<file path="src/hdl/rwcp_pkg.sv">
// Shared types and constants of the register write command parser.
package rwcp_pkg;

	// Width of a parsed number field
	localparam int VALUE_WIDTH = 16;

	// Depth of the token queue between front and back (power of two)
	localparam int QDEPTH = 4;
	localparam int QPTR_W = $clog2(QDEPTH);

	// Characters with a meaning of their own
	localparam logic [7:0] CH_END   = 8'h00;
	localparam logic [7:0] CH_SPACE = 8'h20;
	localparam logic [7:0] CH_X     = 8'h78;

	// Result status codes
	localparam logic [1:0] ST_OK      = 2'd0;
	localparam logic [1:0] ST_USAGE   = 2'd1;
	localparam logic [1:0] ST_NAN     = 2'd2;
	localparam logic [1:0] ST_MISSING = 2'd3;

	// Character classes produced by the front
	typedef enum logic [2:0] {
		TK_END,
		TK_SPACE,
		TK_X,
		TK_DIGIT,
		TK_HEX,
		TK_OTHER
	} tok_kind_t;

	// One classified character
	typedef struct packed {
		tok_kind_t   kind;
		logic [3:0]  digit;
		logic [7:0]  ch;
	} token_t;

	// Line parse phase
	typedef enum logic [2:0] {
		PH_LETTER,
		PH_SEP,
		PH_FIRST,
		PH_ADDR,
		PH_VALUE,
		PH_IGNORE
	} phase_t;

endpackage

</file>
<file path="src/hdl/rwcp_channels.sv">
// Valid/ready channel interfaces for characters in and results out.
interface rwcp_char_if;
	logic       valid;
	logic       ready;
	logic [7:0] ch;

	modport source (output valid, output ch, input ready);
	modport sink (input valid, input ch, output ready);
endinterface

interface rwcp_result_if;
	logic        valid;
	logic        ready;
	logic [1:0]  status;
	logic [15:0] write_address;
	logic [15:0] write_data;
	logic [7:0]  bad_char;

	modport source (output valid, output status, output write_address, output write_data,
		output bad_char, input ready);
	modport sink (input valid, input status, input write_address, input write_data,
		input bad_char, output ready);
endinterface

</file>
<file path="src/hdl/rwcp_front.sv">
// Front stage: accepts characters and classifies them into tokens.
module rwcp_front (
	input  logic            clk,
	input  logic            arst_n,
	rwcp_char_if.sink       char_in,
	output logic            tok_valid,
	output rwcp_pkg::token_t tok,
	input  logic            tok_ready
);
	import rwcp_pkg::*;

	logic   tok_valid_s1;
	token_t tok_s1;
	token_t cls;
	logic   take;

	// Character classification
	always_comb begin
		cls.ch = char_in.ch;
		cls.digit = 4'd0;
		if (char_in.ch == CH_END) begin
			cls.kind = TK_END;
		end else if (char_in.ch == CH_SPACE) begin
			cls.kind = TK_SPACE;
		end else if (char_in.ch == CH_X) begin
			cls.kind = TK_X;
		end else if (char_in.ch >= "0" && char_in.ch <= "9") begin
			cls.kind = TK_DIGIT;
			cls.digit = 4'(char_in.ch - 8'("0"));
		end else if (char_in.ch >= "a" && char_in.ch <= "f") begin
			cls.kind = TK_HEX;
			cls.digit = 4'(char_in.ch - 8'("a") + 8'd10);
		end else if (char_in.ch >= "A" && char_in.ch <= "F") begin
			cls.kind = TK_HEX;
			cls.digit = 4'(char_in.ch - 8'("A") + 8'd10);
		end else begin
			cls.kind = TK_OTHER;
		end
	end

	// Stage register frees up when the queue takes its token
	assign char_in.ready = !tok_valid_s1 || tok_ready;
	assign take = char_in.valid && char_in.ready;

	always_ff @(posedge clk or negedge arst_n) begin
		if (!arst_n) begin
			tok_valid_s1 <= 1'b0;
		end else if (take) begin
			tok_valid_s1 <= 1'b1;
		end else if (tok_ready) begin
			tok_valid_s1 <= 1'b0;
		end
	end

	always_ff @(posedge clk) begin
		if (take) begin
			tok_s1 <= cls;
		end
	end

	assign tok_valid = tok_valid_s1;
	assign tok = tok_s1;
endmodule

</file>
<file path="src/hdl/rwcp_queue.sv">
// Short token queue between front and back.
module rwcp_queue (
	input  logic             clk,
	input  logic             arst_n,
	input  logic             push_valid,
	input  rwcp_pkg::token_t push_tok,
	output logic             push_ready,
	output logic             pop_valid,
	output rwcp_pkg::token_t pop_tok,
	input  logic             pop_ready
);
	import rwcp_pkg::*;

	token_t            mem_q [QDEPTH];
	logic [QPTR_W-1:0] wr_ptr_q;
	logic [QPTR_W-1:0] rd_ptr_q;
	logic [QPTR_W:0]   count_q;
	logic              push;
	logic              pop;

	assign push_ready = (count_q != (QPTR_W+1)'(QDEPTH));
	assign pop_valid  = (count_q != '0);
	assign push = push_valid && push_ready;
	assign pop  = pop_valid && pop_ready;
	assign pop_tok = mem_q[rd_ptr_q];

	// Pointers and fill count
	always_ff @(posedge clk or negedge arst_n) begin
		if (!arst_n) begin
			wr_ptr_q <= '0;
			rd_ptr_q <= '0;
			count_q  <= '0;
		end else begin
			if (push) begin
				wr_ptr_q <= wr_ptr_q + 1'b1;
			end
			if (pop) begin
				rd_ptr_q <= rd_ptr_q + 1'b1;
			end
			if (push && !pop) begin
				count_q <= count_q + 1'b1;
			end else if (pop && !push) begin
				count_q <= count_q - 1'b1;
			end
		end
	end

	// Storage
	always_ff @(posedge clk) begin
		if (push) begin
			mem_q[wr_ptr_q] <= push_tok;
		end
	end
endmodule

</file>
<file path="src/hdl/rwcp_back.sv">
// Back end: line parser state machine and result output register.
module rwcp_back (
	input  logic             clk,
	input  logic             arst_n,
	input  logic             tok_valid,
	input  rwcp_pkg::token_t tok,
	output logic             tok_ready,
	rwcp_result_if.source    result_out
);
	import rwcp_pkg::*;

	// Line state
	phase_t                 phase_q, phase_d;
	logic                   hex_q, hex_d;
	logic [VALUE_WIDTH-1:0] acc_q, acc_d;
	logic [VALUE_WIDTH-1:0] addr_q, addr_d;
	logic [1:0]             err_q, err_d;
	logic [7:0]             errch_q, errch_d;

	// Result register
	logic                   res_valid_q;
	logic [1:0]             res_status_q;
	logic [VALUE_WIDTH-1:0] res_addr_q;
	logic [VALUE_WIDTH-1:0] res_data_q;
	logic [7:0]             res_bad_q;

	logic                   pop;
	logic                   is_end;
	logic                   dig_ok;
	logic [VALUE_WIDTH-1:0] acc_step;
	logic [1:0]             res_status;
	logic [VALUE_WIDTH-1:0] res_addr;
	logic [VALUE_WIDTH-1:0] res_data;
	logic [7:0]             res_bad;

	// Digit accumulate: shift by four in hex, times ten in decimal
	assign dig_ok = (tok.kind == TK_DIGIT) || (tok.kind == TK_HEX && hex_q);
	always_comb begin
		if (hex_q) begin
			acc_step = {acc_q[VALUE_WIDTH-5:0], tok.digit};
		end else begin
			acc_step = (acc_q << 3) + (acc_q << 1) + VALUE_WIDTH'(tok.digit);
		end
	end

	// Next state
	always_comb begin
		phase_d = phase_q;
		hex_d   = hex_q;
		acc_d   = acc_q;
		addr_d  = addr_q;
		err_d   = err_q;
		errch_d = errch_q;
		if (pop) begin
			if (is_end) begin
				phase_d = PH_LETTER;
				hex_d   = 1'b0;
				acc_d   = '0;
				addr_d  = '0;
				err_d   = ST_OK;
				errch_d = 8'd0;
			end else begin
				unique case (phase_q)
					PH_LETTER: begin
						phase_d = PH_SEP;
					end
					PH_SEP: begin
						if (tok.kind == TK_SPACE) begin
							phase_d = PH_FIRST;
						end else begin
							err_d   = ST_USAGE;
							phase_d = PH_IGNORE;
						end
					end
					PH_FIRST, PH_ADDR, PH_VALUE: begin
						if (phase_q != PH_VALUE) begin
							phase_d = PH_ADDR;
						end
						if (tok.kind == TK_SPACE) begin
							if (phase_q == PH_VALUE) begin
								phase_d = PH_IGNORE;
							end else begin
								addr_d  = acc_q;
								acc_d   = '0;
								hex_d   = 1'b0;
								phase_d = PH_VALUE;
							end
						end else if (tok.kind == TK_X) begin
							hex_d = 1'b1;
						end else if (dig_ok) begin
							acc_d = acc_step;
						end else begin
							err_d   = ST_NAN;
							errch_d = tok.ch;
							phase_d = PH_IGNORE;
						end
					end
					default: begin
					end
				endcase
			end
		end
	end

	// Outputs: pop control and the result of a finished line
	always_comb begin
		is_end = (tok.kind == TK_END);
		pop = tok_valid && (!is_end || !res_valid_q || result_out.ready);
		tok_ready = pop;
		res_addr = '0;
		res_data = '0;
		res_bad = 8'd0;
		if (err_q != ST_OK) begin
			res_status = err_q;
			if (err_q == ST_NAN) begin
				res_bad = errch_q;
			end
		end else if (phase_q == PH_LETTER || phase_q == PH_SEP || phase_q == PH_FIRST) begin
			res_status = ST_USAGE;
		end else if (phase_q == PH_ADDR) begin
			res_status = ST_MISSING;
		end else begin
			res_status = ST_OK;
			res_addr = addr_q;
			res_data = acc_q;
		end
	end

	always_ff @(posedge clk or negedge arst_n) begin
		if (!arst_n) begin
			phase_q     <= PH_LETTER;
			hex_q       <= 1'b0;
			acc_q       <= '0;
			addr_q      <= '0;
			err_q       <= ST_OK;
			errch_q     <= 8'd0;
			res_valid_q <= 1'b0;
		end else begin
			phase_q <= phase_d;
			hex_q   <= hex_d;
			acc_q   <= acc_d;
			addr_q  <= addr_d;
			err_q   <= err_d;
			errch_q <= errch_d;
			if (pop && is_end) begin
				res_valid_q <= 1'b1;
			end else if (result_out.ready) begin
				res_valid_q <= 1'b0;
			end
		end
	end

	// Result payload
	always_ff @(posedge clk) begin
		if (pop && is_end) begin
			res_status_q <= res_status;
			res_addr_q   <= res_addr;
			res_data_q   <= res_data;
			res_bad_q    <= res_bad;
		end
	end

	assign result_out.valid         = res_valid_q;
	assign result_out.status        = res_status_q;
	assign result_out.write_address = res_addr_q;
	assign result_out.write_data    = res_data_q;
	assign result_out.bad_char      = res_bad_q;
endmodule

</file>
<file path="src/hdl/register_write_command_parser.sv">
// A line's result is registered on result_out once its zero byte has passed the front stage and the queue.
// Throughput: one character per cycle while the queue has room; the parser consumes one queued token each cycle.
// A result waiting on result_out stalls only the zero byte of the next line, via the queue.
// Reset (arst_n low, asynchronous) empties the queue and returns to the start of a line.
// Top level: character front stage, token queue and line parser back end.
module register_write_command_parser (
	input  logic          clk,
	input  logic          arst_n,
	rwcp_char_if.sink     char_in,
	rwcp_result_if.source result_out
);
	import rwcp_pkg::*;

	logic   front_valid;
	token_t front_tok;
	logic   front_ready;
	logic   back_valid;
	token_t back_tok;
	logic   back_ready;

	rwcp_front u_front (
		.clk       (clk),
		.arst_n    (arst_n),
		.char_in   (char_in),
		.tok_valid (front_valid),
		.tok       (front_tok),
		.tok_ready (front_ready)
	);

	rwcp_queue u_queue (
		.clk        (clk),
		.arst_n     (arst_n),
		.push_valid (front_valid),
		.push_tok   (front_tok),
		.push_ready (front_ready),
		.pop_valid  (back_valid),
		.pop_tok    (back_tok),
		.pop_ready  (back_ready)
	);

	rwcp_back u_back (
		.clk        (clk),
		.arst_n     (arst_n),
		.tok_valid  (back_valid),
		.tok        (back_tok),
		.tok_ready  (back_ready),
		.result_out (result_out)
	);
endmodule

</file>
<file path="src/flat_wrapper.sv">
// flat-port wrapper written by rule: the top's interface ports become plain ports
module register_write_command_parser_flat import rwcp_pkg::*;
  (clk, arst_n, char_in_valid, char_in_ch, char_in_ready, result_out_valid, result_out_status, result_out_write_address, result_out_write_data, result_out_bad_char, result_out_ready);
  rwcp_char_if char_in_i ();
  rwcp_result_if result_out_i ();
  input  logic clk;
  input  logic arst_n;
  input wire logic [$bits(char_in_i.valid)-1:0] char_in_valid;
  input wire logic [$bits(char_in_i.ch)-1:0] char_in_ch;
  output wire logic [$bits(char_in_i.ready)-1:0] char_in_ready;
  output wire logic [$bits(result_out_i.valid)-1:0] result_out_valid;
  output wire logic [$bits(result_out_i.status)-1:0] result_out_status;
  output wire logic [$bits(result_out_i.write_address)-1:0] result_out_write_address;
  output wire logic [$bits(result_out_i.write_data)-1:0] result_out_write_data;
  output wire logic [$bits(result_out_i.bad_char)-1:0] result_out_bad_char;
  input wire logic [$bits(result_out_i.ready)-1:0] result_out_ready;
  assign char_in_i.valid = char_in_valid;
  assign char_in_i.ch = char_in_ch;
  assign char_in_ready = char_in_i.ready;
  assign result_out_valid = result_out_i.valid;
  assign result_out_status = result_out_i.status;
  assign result_out_write_address = result_out_i.write_address;
  assign result_out_write_data = result_out_i.write_data;
  assign result_out_bad_char = result_out_i.bad_char;
  assign result_out_i.ready = result_out_ready;
  register_write_command_parser u_core (.clk(clk), .arst_n(arst_n), .char_in(char_in_i), .result_out(result_out_i));
endmodule
</file>
<file path="config.mk">
export PLATFORM = sky130hd
export DESIGN_NAME = register_write_command_parser_flat
export DESIGN_NICKNAME = d
export VERILOG_FILES = /design/src/hdl/rwcp_pkg.sv /design/src/hdl/rwcp_channels.sv /design/src/hdl/rwcp_front.sv /design/src/hdl/rwcp_queue.sv /design/src/hdl/rwcp_back.sv /design/src/hdl/register_write_command_parser.sv /design/src/flat_wrapper.sv
export SDC_FILE = /design/constraint.sdc
export NUM_CORES = 1
export LEC_CHECK = 0
export ABC_AREA = 1
export BUFFER_PORTS_ARGS = -buffer_cell sky130_fd_sc_hd__clkbuf_2
export CORE_ASPECT_RATIO = 1.25
export CORE_MARGIN = 2
export CORE_UTILIZATION = 55
export DETAILED_ROUTE_END_ITERATION = 10
export GPL_TIMING_DRIVEN = 0
export HOLD_SLACK_MARGIN = 0.06
export PLACE_DENSITY = 0.74
export SLEW_MARGIN = 20
export SYNTH_ARGS = -nofsm -noshare
export SYNTH_HDL_FRONTEND = slang
export SYNTH_SLANG_ARGS = --single-unit
</file>
<file path="constraint.sdc">
create_clock -name clk -period 4.8 [get_ports clk]
set_input_delay 1.44 -clock clk [delete_from_list [all_inputs] [get_ports clk]]
set_output_delay 1.44 -clock clk [all_outputs]
set_load 0.02 [all_outputs]
</file>
* After elaboration in Yosys (flattened, before gate mapping)
Memories as Yosys holds them, arrays and structs flattened.
Cells that the tools add are included.
** Word-level totals
- Bits in registers :: 112
- Bits in writable memories :: 60
- Input bits :: 12
- Logic and storage cells :: 161
- Memories :: 1
** Cells by class
- Add/sub/neg operators :: 11
- $lt $le $gt $ge :: 6
- Equality and inequality tests :: 23
- Mux-type cells :: 52
- Reductions and logical operators :: 48
** Memory list
- u_core.u_queue.mem_q :: words 4, bits a word 15, read ports 1, clocked after Yosys merged registers in 0, write ports 1, RTL line rwcp_queue.sv:14 : token_t mem_q [QDEPTH];
** Operator list (number)
- $mux W16 :: 11
- $mux W8 :: 5
- $mux W3 :: 8
- $ne A3 B3 Y1 const B :: 8
- $mux W2 :: 9
- $add A16 B16 Y16 :: 1
- $add A16 B4 Y16 :: 1
- $ge A8 B7 Y1 const B :: 2
- $le A8 B7 Y1 const B :: 2
- $mux W1 :: 14
- $eq A3 B2 Y1 const B :: 4
- $reduce_bool A2 Y1 :: 6
- $reduce_bool A3 Y1 :: 4
- $sub A4 B1 Y4 const B :: 3
- $logic_and A1 B1 Y1 :: 11
- $reduce_and A5 Y1 :: 2
- $pmux W3 S3 :: 1
- $reduce_or A3 Y1 :: 3
- $add A4 B4 Y4 const B :: 2
- $eq A8 B6 Y1 const B :: 1
- $eq A8 B7 Y1 const B :: 1
- $ge A8 B6 Y1 const B :: 1
- $le A8 B6 Y1 const B :: 1
- $logic_not A8 Y1 :: 1
- 20 further kinds :: 38

* Depth between registers and ports, before layout
Gate-level depths: netlist of the first run.
An unclocked memory read counts as a cell.
- Word-level depth :: 10
- Depth in mapped cells :: 18
- Depth with buffers taken out :: 17

* Hierarchy
A second synthesis of the first run with hierarchy kept.
** Second synthesis, totals
- Cells, all modules :: 888
- Area total of the unflattened synthesis :: 8602.0 µm²
** By module, submodules not included
- rwcp_back :: times used 1, cells each 585, area each 4984.8 µm²
- rwcp_queue :: times used 1, cells each 234, area each 2860.2 µm²
- rwcp_front :: times used 1, cells each 69, area each 757.0 µm²

* Least setup slack after synthesis of the first run
No wires, ideal clock.
- Path type :: input to register
- Start :: input result_out_ready
- End :: register u_core.u_back.res_bad_q[0] (netlist: u_core.u_back.result_out.bad_char[0]), enable pin
- Setup time :: 0.441 ns
- Data arrival time :: 3.424 ns
- Setup slack :: 0.935 ns
- Cell stages on the path :: 4
- Path through :: nor2_1 -> nand2_4 -> nand2_4 -> nor2_1
** On the way
- Word-level cells in the longest chain between the ends :: 3
** RTL lines
- start: declaration :: RTL line flat_wrapper.sv:16 : input wire logic [$bits(result_out_i.ready)-1:0] result_out_ready;
- $logic_or A1 B1 Y1 :: RTL line rwcp_back.sv:108 : pop = tok_valid && (!is_end || !res_valid_q || result_out.ready);
- $logic_and A1 B1 Y1 :: RTL line rwcp_back.sv:108
- $logic_and A1 B1 Y1 :: RTL line rwcp_back.sv:155 : if (pop && is_end) begin
- end signal: assignment :: RTL line rwcp_back.sv:159 : res_bad_q <= res_bad;
- end: declaration :: RTL line rwcp_back.sv:25 : logic [7:0] res_bad_q;
Every way passes these cells.
A chain may end at the register's enable or synchronous reset.

* Final worst setup path of the first run
- Start :: register u_core.u_queue.rd_ptr_q[0]
- End :: register u_core.u_back.acc_q[8]
** On the way
- Word-level cells in the longest chain between the ends :: 8
** RTL lines
- start: declaration :: RTL line rwcp_queue.sv:16 : logic [QPTR_W-1:0] rd_ptr_q;
- start signal: assignment :: RTL line rwcp_queue.sv:38 : rd_ptr_q <= rd_ptr_q + 1'b1;
- $mem_v2 Z4 W15 *
- $add A16 B4 Y16 :: RTL line rwcp_back.sv:42 : acc_step = (acc_q << 3) + (acc_q << 1) + VALUE_WIDTH'(tok.digit);
- $mux W16 :: RTL line rwcp_back.sv:39 : if (hex_q) begin
- $mux W16 :: RTL line rwcp_back.sv:90 : end else if (dig_ok) begin
- $mux W16 :: RTL line rwcp_back.sv:88 : end else if (tok.kind == TK_X) begin
- $mux W16 :: RTL line rwcp_back.sv:79 : if (tok.kind == TK_SPACE) begin
- $mux W16 :: RTL line rwcp_back.sv:63 : unique case (phase_q)
- $mux W16 :: RTL line rwcp_back.sv:55 : if (is_end) begin
- end signal: assignment :: RTL line rwcp_back.sv:133 : acc_q <= '0;
- end signal: assignment :: RTL line rwcp_back.sv:141 : acc_q <= acc_d;
- end: declaration :: RTL line rwcp_back.sv:15 : logic [VALUE_WIDTH-1:0] acc_q, acc_d;
Mark *: on every way between the ends. The rest lies on a longest branch, timed or not. The select of a mux whose other input is x is not followed.

==> metrics.yaml, run 1 <==
synthesis:
  synth_cell_type_count: 43
  netlist.area_leader.share_pct: 42.2
  synth_flop_cell: "edfxtp_1"
  synth.avg_cell_area_sq_um: 9.88
  ys_seq_elements: 172
  syn-instance-count: 843
  synth.cell_area_sq_um: 8330
  yosysTopAreaCell: "edfxtp_1"
  synth_area_leaders: "edfxtp_1 (42%), dfrtp_1 (17%), nand2_1 (9.2%)"
  synth-edff-count: 117
  yosys_warnings: 0
  async_flop_share_pct: 32.0
  syn_nets: 892
  yosysSeqAreaShare_pct: 58.7
setup_path:
  end_kind: "flop"
  critPathMaxFanout: 10
  critPathArrivalTime_ns: 3.88
  critPathLaunchType: "flop"
  critical_path_class: "flop to flop"
  required_ns: 5.11
flow_run:
  maxCapViolCount: 0
clock_network:
  ctsLongestPathBuffers: 2
  cts_resized: 0
  cts_buffers: 17
  ctsRootBufferMaster: "clkbuf_16"
  cts_setup_buffers: 0
  h-tree-depth: 4
  hold_buffers: 0
  clk_pin_slew_ns: 0.07
  clkLatencyLatePin_ns: 0.44
  clock_sinks: 172
  tritoncts: "done"
cells_and_area:
  syn_to_final_growth_pct: 13.9
  multi_input_comb_area_sq_um: 2900
  antenna_cells: 0
  finish.utilization_pct: 63.7
  final_cell_mix: "nand2_1 (205), edfxtp_1 (117), inv_1 (109)"
  layout_commonest_cell: "nand2_1"
  nets: 969
  fin_cells: 1115
  seqCellArea_sq_um: 4890
  fill_cells: 1215
  layout-drive-gt1-share_pct: 14.6
run_status:
  status: "completed"
hold_path:
  hold_class: "flop to flop"
placement:
  gp_congestion: 0.925
  portBuffers: 55
  pre_cts_ws_ns: 1.24
  hpwl_microns: 11600
  dp_cells: 1083
global_routing:
  grtUsageTotal_pct: 21.7
  antenna_found_initial: 0
  grt_start_max_net_pins: 56
  overflow: 0
  grt_pass1_vias: 5644
  grt_first_pass_wirelength_microns: 26800
sta:
  setup_violations: 0
  fmaxAchievable_ghz: 0.280
  rsz0062_at_grt: "no"
  drv_slew: 0
  layout_setup_ws_ns: 1.23
  hold_violations: 0
  worst_slew_pin_slew_ns: 0.928
  totalNegativeSetupSlack_ns: 0
  relSlewSlack_pct: 38.1
  period_needed_ns: 3.57
  fin_worst_skew_ns: 0.0130
  final.period_utilization_pct: 74.3
power:
  p_total_uw: 6870
  ir_worst_vdd_v: 0.000345
  power_density_nw_per_um2: 725
  p_leak_uw: 0.00420
die:
  num_rows: 50
  io_pins: 56
  dieArea_sq_um: 16200
  die_y_microns: 142
  initial_core_util_pct: 55.9
  core-area_sq_um: 14900
  die_x_microns: 114
routing:
  drtPass1Iterations: 5
  drt_iter0_markers: 356
  route.detailed.drc: 0
  wl_microns: 16600
  via_per_inst: 5.28
  num_vias: 5884
  routedWlPerCell_microns: 14.9
  ant_nets: 0
==> cell usage after synthesis (2+ instances only) <==
master / instances
o22ai_1: 11
nand3_2: 3
nand4_1: 9
a21oi_1: 20
buf_6: 3
dfrtp_1: 55
buf_2: 2
nor3_1: 4
clkbuf_1: 11
a32o_1: 2
nand2_4: 8
nand3_1: 38
o21ai_2: 8
nand3b_1: 4
xor2_1: 5
ha_1: 34
nor2_4: 4
edfxtp_1: 117
inv_1: 109
buf_4: 5
nor2_1: 95
nand2_1: 205
inv_2: 3
nand2_2: 3
fa_1: 3
nand3_4: 2
o21ai_0: 43
o21ai_1: 19
xnor2_1: 4
==> final timing paths <==
| kind | cells after the start | slack [ns] | startpoint | endpoint |
|---|---|---|---|---|
| max | 14 | 1.23 | u_core.u_queue.rd_ptr_q[0] | u_core.u_back.acc_q[8] |
| min | 2 | 0.48 | u_core.u_back.errch_q[1] | u_core.u_back.errch_q[1] |
| max reg2reg | 14 | 1.23 | u_core.u_queue.rd_ptr_q[0] | u_core.u_back.acc_q[8] |
| min reg2reg | 2 | 0.48 | u_core.u_back.errch_q[1] | u_core.u_back.errch_q[1] |
| max in group asynchronous | 1 | 3.20 | arst_n | u_core.u_back.hex_q |
| min in group asynchronous | 1 | 1.10 | arst_n | u_core.u_back.addr_q[14] |
==> worst max-delay path, cell delays in order, from the launching register on <==
cell and delay (ns):
dfrtp_1 0.39, inv_1 0.17, clkbuf_1 0.39, buf_2 0.31
nor2_1 0.06, o22ai_1 0.28, ha_1 0.29, ha_1 0.24
fa_1 0.44, nand3_1 0.11, nand3_1 0.16, a21oi_1 0.20
xnor2_1 0.10, o21ai_0 0.22, o21ai_2 0.09
==> cell families (layout without fill, tap and decap cells) <==
logic type,Yosys count,after routing,synth area share (%)
AO/OA/AOI/OAI,110,110,7.54
multiplexers,2,2,0.255
adder cells (fa/ha/maj),37,37,5.83
buffers and inverters,136,226,6.71
AND/OR/NAND/NOR,377,377,20.0
flip-flops,172,172,58.7
XOR/XNOR,9,9,0.946
==> per-stage QoR <==
step | area (sq um) | hold slack (ns)
2_1_floorplan | 8330 | 0.442
3_3_place_gp | 8830 | 0.463
3_5_place_dp | 8900 | 0.466
4_1_cts | 9490 | 0.481
5_1_grt | 9490 | 0.495
6_report | 9490 | 0.476
==> power breakdown <==
part | total [uW] | leakage [uW] | switching, uW | internal [uW]
sequential | 2400 | 0.00178 | 286 | 2110
combinational | 3130 | 0.00214 | 2090 | 1050
clock | 1340 | 0.000279 | 552 | 788
==> per-layer routing <==
layer	up-vias	share of wire, %	track usage, %
li1	2937	-	-
met1	2763	40	23.9
met2	134	53	39.5
met3	50	3.1	4.02
met4	0	4.0	11.4
met5	-	0	0
==> final cells by class <==
type | count | share of cell area (%)
clock buffer | 24 | 5.30
inverter | 114 | 4.56
buffer | 22 | 1.33
clock inverter | 8 | 0.831
sequential | 172 | 51.5
multi-input combinational | 535 | 30.6
tap | 182 | 2.40
timing repair buffer | 58 | 3.46
==> flip-flops by register name (all words and copies together) (netlist names), 8 cells and up <==
name,count
u_core.u_back.addr_q,16
u_core.u_back.result_out.bad_char,8
u_core.u_back.acc_q,16
u_core.u_front.tok,15
u_core.u_back.errch_q,8
u_core.u_back.result_out.write_data,16
u_core.u_back.result_out.write_address,16
u_core.u_queue.mem_q,60
No activity file was read; power rests on OpenSTA's default activity.
==> inputs of run 2 (changes only) <==
==> constraint.sdc (replaced) <==
create_clock -name clk -period 3.5 [get_ports clk]
set_input_delay 1.05 -clock clk [delete_from_list [all_inputs] [get_ports clk]]
set_output_delay 1.05 -clock clk [all_outputs]
set_load 0.02 [all_outputs]
==> metrics.yaml, run 2 (same netlist as run 1, synthesis figures left out) <==
global_routing:
  grt_pass1_vias: 5620  # was 5644
  grtUsageTotal_pct: 21.7  # about the same
  met1_usage_pct: 23.9  # about the same
  busiest_layer: "met2"  # unchanged
  use_met3_pct: 4.02  # unchanged
  grt.met2_usage_pct: 39.7  # was 39.5%
  grt_first_pass_wirelength_microns: 26700  # was 26800 microns
  overflow: 0  # unchanged
  antenna_found_initial: 0  # unchanged
  grt_start_max_net_pins: 56  # unchanged
sta:
  final.period_utilization_pct: 92.2  # was 74.3%
  holdWs_ns: 0.476  # about the same
  drv_slew: 0  # unchanged
  fin_worst_skew_ns: 0.0124  # was 0.0130 ns
  setup_violations: 0  # unchanged
  hold_violations: 0  # unchanged
  period_needed_ns: 3.23  # was 3.57 ns
  fmaxAchievable_ghz: 0.310  # was 0.280 GHz
  worst_slew_pin_slew_ns: 0.924  # was 0.928 ns
  layout_setup_ws_ns: 0.274  # was 1.23 ns
  relSlewSlack_pct: 38.3  # was 38.1%
  rsz0062_at_grt: "no"  # unchanged
setup_path:
  r2r_start: "u_core.u_queue.rd_ptr_q[0]"  # unchanged
  critPathMaxFanout: 16  # was 10
  worst_path_largest_cell_delay_ns: 0.44  # about the same
  cp_cell_sequence: "clkinvlp_4 -> buf_2 -> nor2_1 -> o22ai_1 -> ha_1 -> ha_1 -> fa_1 -> nand3_1 -> nand3_1 -> a21oi_1 -> xnor2_1 -> o21ai_0 -> o21ai_2"  # was inv_1 -> clkbuf_1 -> buf_2 -> nor2_1 -> o22ai_1 -> ha_1 -> ha_1 -> fa_1 -> nand3_1 -> nand3_1 -> a21oi_1 -> xnor2_1 -> o21ai_0 -> o21ai_2
  critical_path_class: "flop to flop"  # unchanged
  path_buf_inv: 2  # was 3
  critPathArrivalTime_ns: 3.54  # was 3.88 ns
  required_ns: 3.81  # was 5.11 ns
  critPathLaunchType: "flop"  # unchanged
  end_kind: "flop"  # unchanged
  crit_path_top_delay_cell: "fa_1"  # unchanged
  crit_start: "u_core.u_queue.rd_ptr_q[0]"  # unchanged
  critical_path.top_delay_family: "adder cells"  # unchanged
die:
  die_x_microns: 114  # unchanged
  core-area_sq_um: 14900  # unchanged
  die_y_microns: 142  # unchanged
  dieArea_sq_um: 16200  # unchanged
  initial_core_util_pct: 55.9  # unchanged
  num_rows: 50  # unchanged
  io_pins: 56  # unchanged
cells_and_area:
  layout-drive-gt1-share_pct: 14.7  # was 14.6%
  finish.utilization_pct: 63.7  # about the same
  final_cell_mix: "nand2_1 (205), edfxtp_1 (117), inv_1 (108)"  # was nand2_1 (205), edfxtp_1 (117), inv_1 (109)
  syn_to_final_growth_pct: 13.8  # was 13.9%
  design_area_sq_um: 9480  # was 9490 sq um
  nets: 967  # was 969
  layout_commonest_cell: "nand2_1"  # unchanged
  multi_input_comb_area_sq_um: 2900  # unchanged
  seqCellArea_sq_um: 4890  # unchanged
  antenna_cells: 0  # unchanged
  fill_cells: 1213  # was 1215
  regMostFlops: "u_core.u_queue.mem_q"  # unchanged
  largest_reg_flops: 60  # unchanged
placement:
  portBuffers: 55  # unchanged
  postPlaceCellArea_sq_um: 8900  # unchanged
  pre_cts_ws_ns: -0.0636  # was 1.24 ns
  gp_congestion: 0.925  # unchanged
  hpwl_microns: 11600  # unchanged
routing:
  drtPass1Iterations: 6  # was 5
  wl_microns: 16600  # about the same
  routedWlPerCell_microns: 14.9  # about the same
  via_per_inst: 5.28  # about the same
  drt_iter0_markers: 328  # was 356
  num_vias: 5874  # was 5884
  ant_nets: 0  # unchanged
  route.detailed.drc: 0  # unchanged
power:
  p_leak_uw: 0.00419  # was 0.00420 uW
  ir_worst_vdd_v: 0.000474  # was 0.000345 V
  power_density_nw_per_um2: 994  # was 725 nW/um^2
clock_network:
  tritoncts: "done"  # unchanged
  cts_buffers: 17  # unchanged
  ctsLongestPathBuffers: 2  # unchanged
  ctsRootBufferMaster: "clkbuf_16"  # unchanged
  clkLatencyLatePin_ns: 0.43  # was 0.44 ns
  clock_sinks: 172  # unchanged
  h-tree-depth: 4  # unchanged
  cts_setup_buffers: 0  # unchanged
  hold_buffers: 0  # unchanged
  clk_pin_slew_ns: 0.07  # about the same
flow_run:
  maxCapViolCount: 0  # unchanged
hold_path:
  hold_class: "flop to flop"  # unchanged
  hold_start: "u_core.u_back.errch_q[1]"  # unchanged
run_status:
  status: "completed"  # unchanged
run 2: changes by cell type in the layout (fill, tap and decap cells not counted):
| cell | change |
|---|---|
| clkbuf_1 | -2 |
| clkinvlp_4 | +1 |
| inv_1 | -1 |
run 2: worst reg2reg max path: cells and delay by family, from the launching register on:
family	cells	cell delay, ns
buffers and inverters	2	0.50
AND/OR/NAND/NOR	3	0.33
AO/OA/AOI/OAI	4	0.79
flip-flops	1	0.42
adder cells (fa/ha/maj)	3	0.97
XOR/XNOR	1	0.10
run 2: routing by layer:
| metal | vias up | share of wire (%) |
|---|---|---|
| met5 | - | 0 |
| met4 | 0 | 3.9 |
| met3 | 46 | 3.2 |
| met2 | 141 | 53 |
| met1 | 2755 | 39 |
| li1 | 2932 | - |
run 2: area by class of cell:
| cell class | instances | share of cell area, % |
|---|---|---|
| flip-flops and latches | 172 | 51.6 |
| multi-input cells | 535 | 30.6 |
| clock buffers | 24 | 5.30 |
| inverters | 114 | 4.61 |
| repair buffers | 58 | 3.46 |
| well taps | 182 | 2.40 |
| plain buffers | 20 | 1.25 |
| clock inverters | 8 | 0.831 |
run 2: final timing paths:
kind	end	slack, ns	depth (start not counted)
max in group asynchronous	u_core.u_back.acc_q[4]	2.29	1
min in group asynchronous	u_core.u_back.addr_q[14]	0.72	1
worst max register to register	u_core.u_back.acc_q[8]	0.27	13
worst min-delay path	u_core.u_back.errch_q[1]	0.48	2
worst max-delay path	u_core.u_back.acc_q[8]	0.27	13
worst min register to register	u_core.u_back.errch_q[1]	0.48	2
run 2: metrics by stage:
stage	TNS [ns]	total power, uW	instances
after detailed placement	-0.0879	7600	1083
final	0	9420	1113
after global placement	-25.54	7460	1080
after floorplan	0	6460	843
after global routing	0	10100	1113
after CTS	0	9470	1114
run 2: power by group:
group          internal (uW)  switching (uW)
logic                   1430            2860
registers               2900             397
clock network           1080             756
total                   5410            4010
run 2: repair_timing:
item	in CTS	in global routing
gates resized for setup	0	1
cloned	0	0
setup endpoints to repair	3	4
==> inputs of run 3 (changes only) <==
--- a/config.mk
+++ b/config.mk
@@ -9,11 +9,11 @@
 export BUFFER_PORTS_ARGS = -buffer_cell sky130_fd_sc_hd__clkbuf_2
 export CORE_ASPECT_RATIO = 1.25
 export CORE_MARGIN = 2
-export CORE_UTILIZATION = 55
+export CORE_UTILIZATION = 61
 export DETAILED_ROUTE_END_ITERATION = 10
 export GPL_TIMING_DRIVEN = 0
 export HOLD_SLACK_MARGIN = 0.06
-export PLACE_DENSITY = 0.74
+export PLACE_DENSITY = 0.8
 export SLEW_MARGIN = 20
 export SYNTH_ARGS = -nofsm -noshare
 export SYNTH_HDL_FRONTEND = slang
==> metrics.yaml, run 3 (same netlist as run 1, synthesis figures left out) <==
run_status:
  status: "completed"  # unchanged
setup_path:
  critPathMaxFanout: 16  # unchanged
  required_ns: 3.81  # about the same
  rr_worst_depth: 13  # unchanged
  critPathLaunchType: "flop"  # unchanged
  end_kind: "flop"  # unchanged
  timing.rr.end: "u_core.u_back.acc_q[8]"  # unchanged
  critPathArrivalTime_ns: 3.58  # was 3.54 ns
  r2r_start: "u_core.u_queue.rd_ptr_q[0]"  # unchanged
  rrSetupSlack_ns: 0.24  # was 0.27 ns
  critical_path_class: "flop to flop"  # unchanged
routing:
  routedWlPerCell_microns: 15.7  # was 14.9 microns
  ant_nets: 0  # unchanged
  drt_iter0_markers: 328  # unchanged
  wl_microns: 17300  # was 16600 microns
  route.detailed.drc: 0  # unchanged
  drtPass1Iterations: 8  # was 6
  via_per_inst: 5.56  # was 5.28
  num_vias: 6118  # was 5874
clock_network:
  hold_buffers: 0  # unchanged
  cts_buffers: 17  # unchanged
  h-tree-depth: 4  # unchanged
  cts_resized: 0  # unchanged
  tritoncts: "done"  # unchanged
  clkLatencyLatePin_ns: 0.43  # about the same
  clock_sinks: 172  # unchanged
  cts_setup_buffers: 0  # unchanged
  ctsLongestPathBuffers: 2  # unchanged
  ctsRootBufferMaster: "clkbuf_16"  # unchanged
  clk_pin_slew_ns: 0.07  # about the same
placement:
  pre_cts_ws_ns: -0.0606  # was -0.0636 ns
  gp_congestion: 0.949  # was 0.925
  hpwl_microns: 11800  # was 11600 microns
  portBuffers: 55  # unchanged
cells_and_area:
  final_cell_mix: "nand2_1 (205), edfxtp_1 (117), inv_1 (108)"  # unchanged
  antenna_cells: 0  # unchanged
  regMostFlops: "u_core.u_queue.mem_q"  # unchanged
  layout-drive-gt1-share_pct: 14.7  # about the same
  nets: 965  # was 967
  syn_to_final_growth_pct: 13.4  # was 13.8%
  finish.utilization_pct: 71.1  # was 63.7%
  largest_reg_flops: 60  # unchanged
  layout_commonest_cell: "nand2_1"  # unchanged
power:
  p_int_uw: 5400  # was 5410 uW
  p_clk_share_pct: 19.9  # was 19.5%
  p_sw_uw: 4180  # was 4010 uW
  p_leak_uw: 0.00420  # was 0.00419 uW
  switching_share_pct: 43.6  # was 42.6%
  power.share.sequential_pct: 34.6  # was 35.0%
  power_density_nw_per_um2: 1010  # was 994 nW/um^2
  p_comb_share_pct: 45.4  # was 45.5%
  ir_worst_vdd_v: 0.000436  # was 0.000474 V
sta:
  fin_worst_skew_ns: 0.0106  # was 0.0124 ns
  drv_slew: 0  # unchanged
  layout_setup_ws_ns: 0.236  # was 0.274 ns
  relSlewSlack_pct: 40.4  # was 38.3%
  final.period_utilization_pct: 93.3  # was 92.2%
  rsz0062_at_grt: "no"  # unchanged
  fmaxAchievable_ghz: 0.306  # was 0.310 GHz
  hold_violations: 0  # unchanged
  setup_violations: 0  # unchanged
  holdWs_ns: 0.476  # about the same
  period_needed_ns: 3.26  # was 3.23 ns
  worst_slew_pin_slew_ns: 0.893  # was 0.924 ns
global_routing:
  overflow: 0  # unchanged
  antenna_found_initial: 0  # unchanged
  grt_pass1_vias: 6096  # was 5620
  grtUsageTotal_pct: 25.9  # was 21.7%
  grt_start_max_net_pins: 56  # unchanged
  grt_first_pass_wirelength_microns: 28900  # was 26700 microns
die:
  die_y_microns: 135  # was 142 microns
  io_pins: 56  # unchanged
  dieArea_sq_um: 14600  # was 16200 sq um
  initial_core_util_pct: 62.7  # was 55.9%
  num_rows: 47  # was 50
  die_x_microns: 109  # was 114 microns
  core-area_sq_um: 13300  # was 14900 sq um
flow_run:
  maxCapViolCount: 0  # unchanged
hold_path:
  hold_start: "u_core.u_back.errch_q[3]"  # was u_core.u_back.errch_q[1]
  hold_path_end: "u_core.u_back.errch_q[3]"  # was u_core.u_back.errch_q[1]
  min_path_cells: 2  # unchanged
  hold_class: "flop to flop"  # unchanged
run 3: cell types whose count changed in the layout (fill, tap and decap cells not counted):
cell / change
buf_8: -2
bufinv_16: +1
clkbuf_1: -2
clkbuf_16: -1
clkbuf_8: -2
clkinv_4: +1
clkinvlp_4: -3
inv_6: +5
inv_8: +1
run 3: area by class of cell:
class                   instances  area [sq um]
flip-flops and latches        172          4890
fillers                       934          3840
multi-input cells             535          2900
clock buffers                  19           443
inverters                     114           437
repair buffers                 56           298
well taps                     171           214
clock inverters                13           150
plain buffers                  20           119
run 3: worst max-delay path by stage:
stage	slack, ns	start	depth (start not counted)	end
6_report	0.24	u_core.u_queue.rd_ptr_q[0]	13	u_core.u_back.acc_q[8]
3_5_place_dp	-0.06	u_core.u_queue.rd_ptr_q[0]	14	u_core.u_back.acc_q[8]
4_1_cts	0.12	u_core.u_queue.rd_ptr_q[0]	13	u_core.u_back.acc_q[8]
5_1_grt	0.02	u_core.u_queue.rd_ptr_q[0]	13	u_core.u_back.acc_q[8]
3_3_place_gp	-0.62	u_core.u_queue.rd_ptr_q[1]	7	u_core.u_back.result_out.write_data[6]
2_1_floorplan	0.02	result_out_ready	4	u_core.u_back.result_out.bad_char[0]
run 3: critical path, cell delays in order, from the launching register on:
cell and delay [ns]:
dfrtp_1 0.41, clkinvlp_4 0.24, buf_2 0.28, nor2_1 0.06, o22ai_1 0.28, ha_1 0.30, ha_1 0.25, fa_1 0.45
nand3_1 0.12, nand3_1 0.16, a21oi_1 0.21, xnor2_1 0.09, o21ai_0 0.21, o21ai_2 0.09
run 3: per-layer routing:
layer	routed length [microns]	track usage, %	share of wire [%]	up-vias
met5	0	0	0	-
met3	933	4.68	5.4	56
li1	-	-	-	2940
met4	718	13.5	4.2	0
met2	9220	45.6	53	225
met1	6420	29.7	37	2897
run 3: power by group through the flow:
stage	clock network [uW]	logic [uW]	registers, uW
after floorplan	0	3070	3380
after global placement	0	4100	3330
after detailed placement	0	4270	3330
after CTS	1910	4360	3300
after global routing	2000	4900	3370
final	1910	4350	3320
run 3: through the flow:
stage	cell area [sq um]	total power (uW)	TNS [ns]	std cells
2_1_floorplan	8330	6460	0	843
3_3_place_gp	8820	7430	-25.85	1069
3_5_place_dp	8860	7600	-0.0826	1070
4_1_cts	9450	9570	0	1101
5_1_grt	9450	10300	0	1100
6_report	9450	9580	0	1100
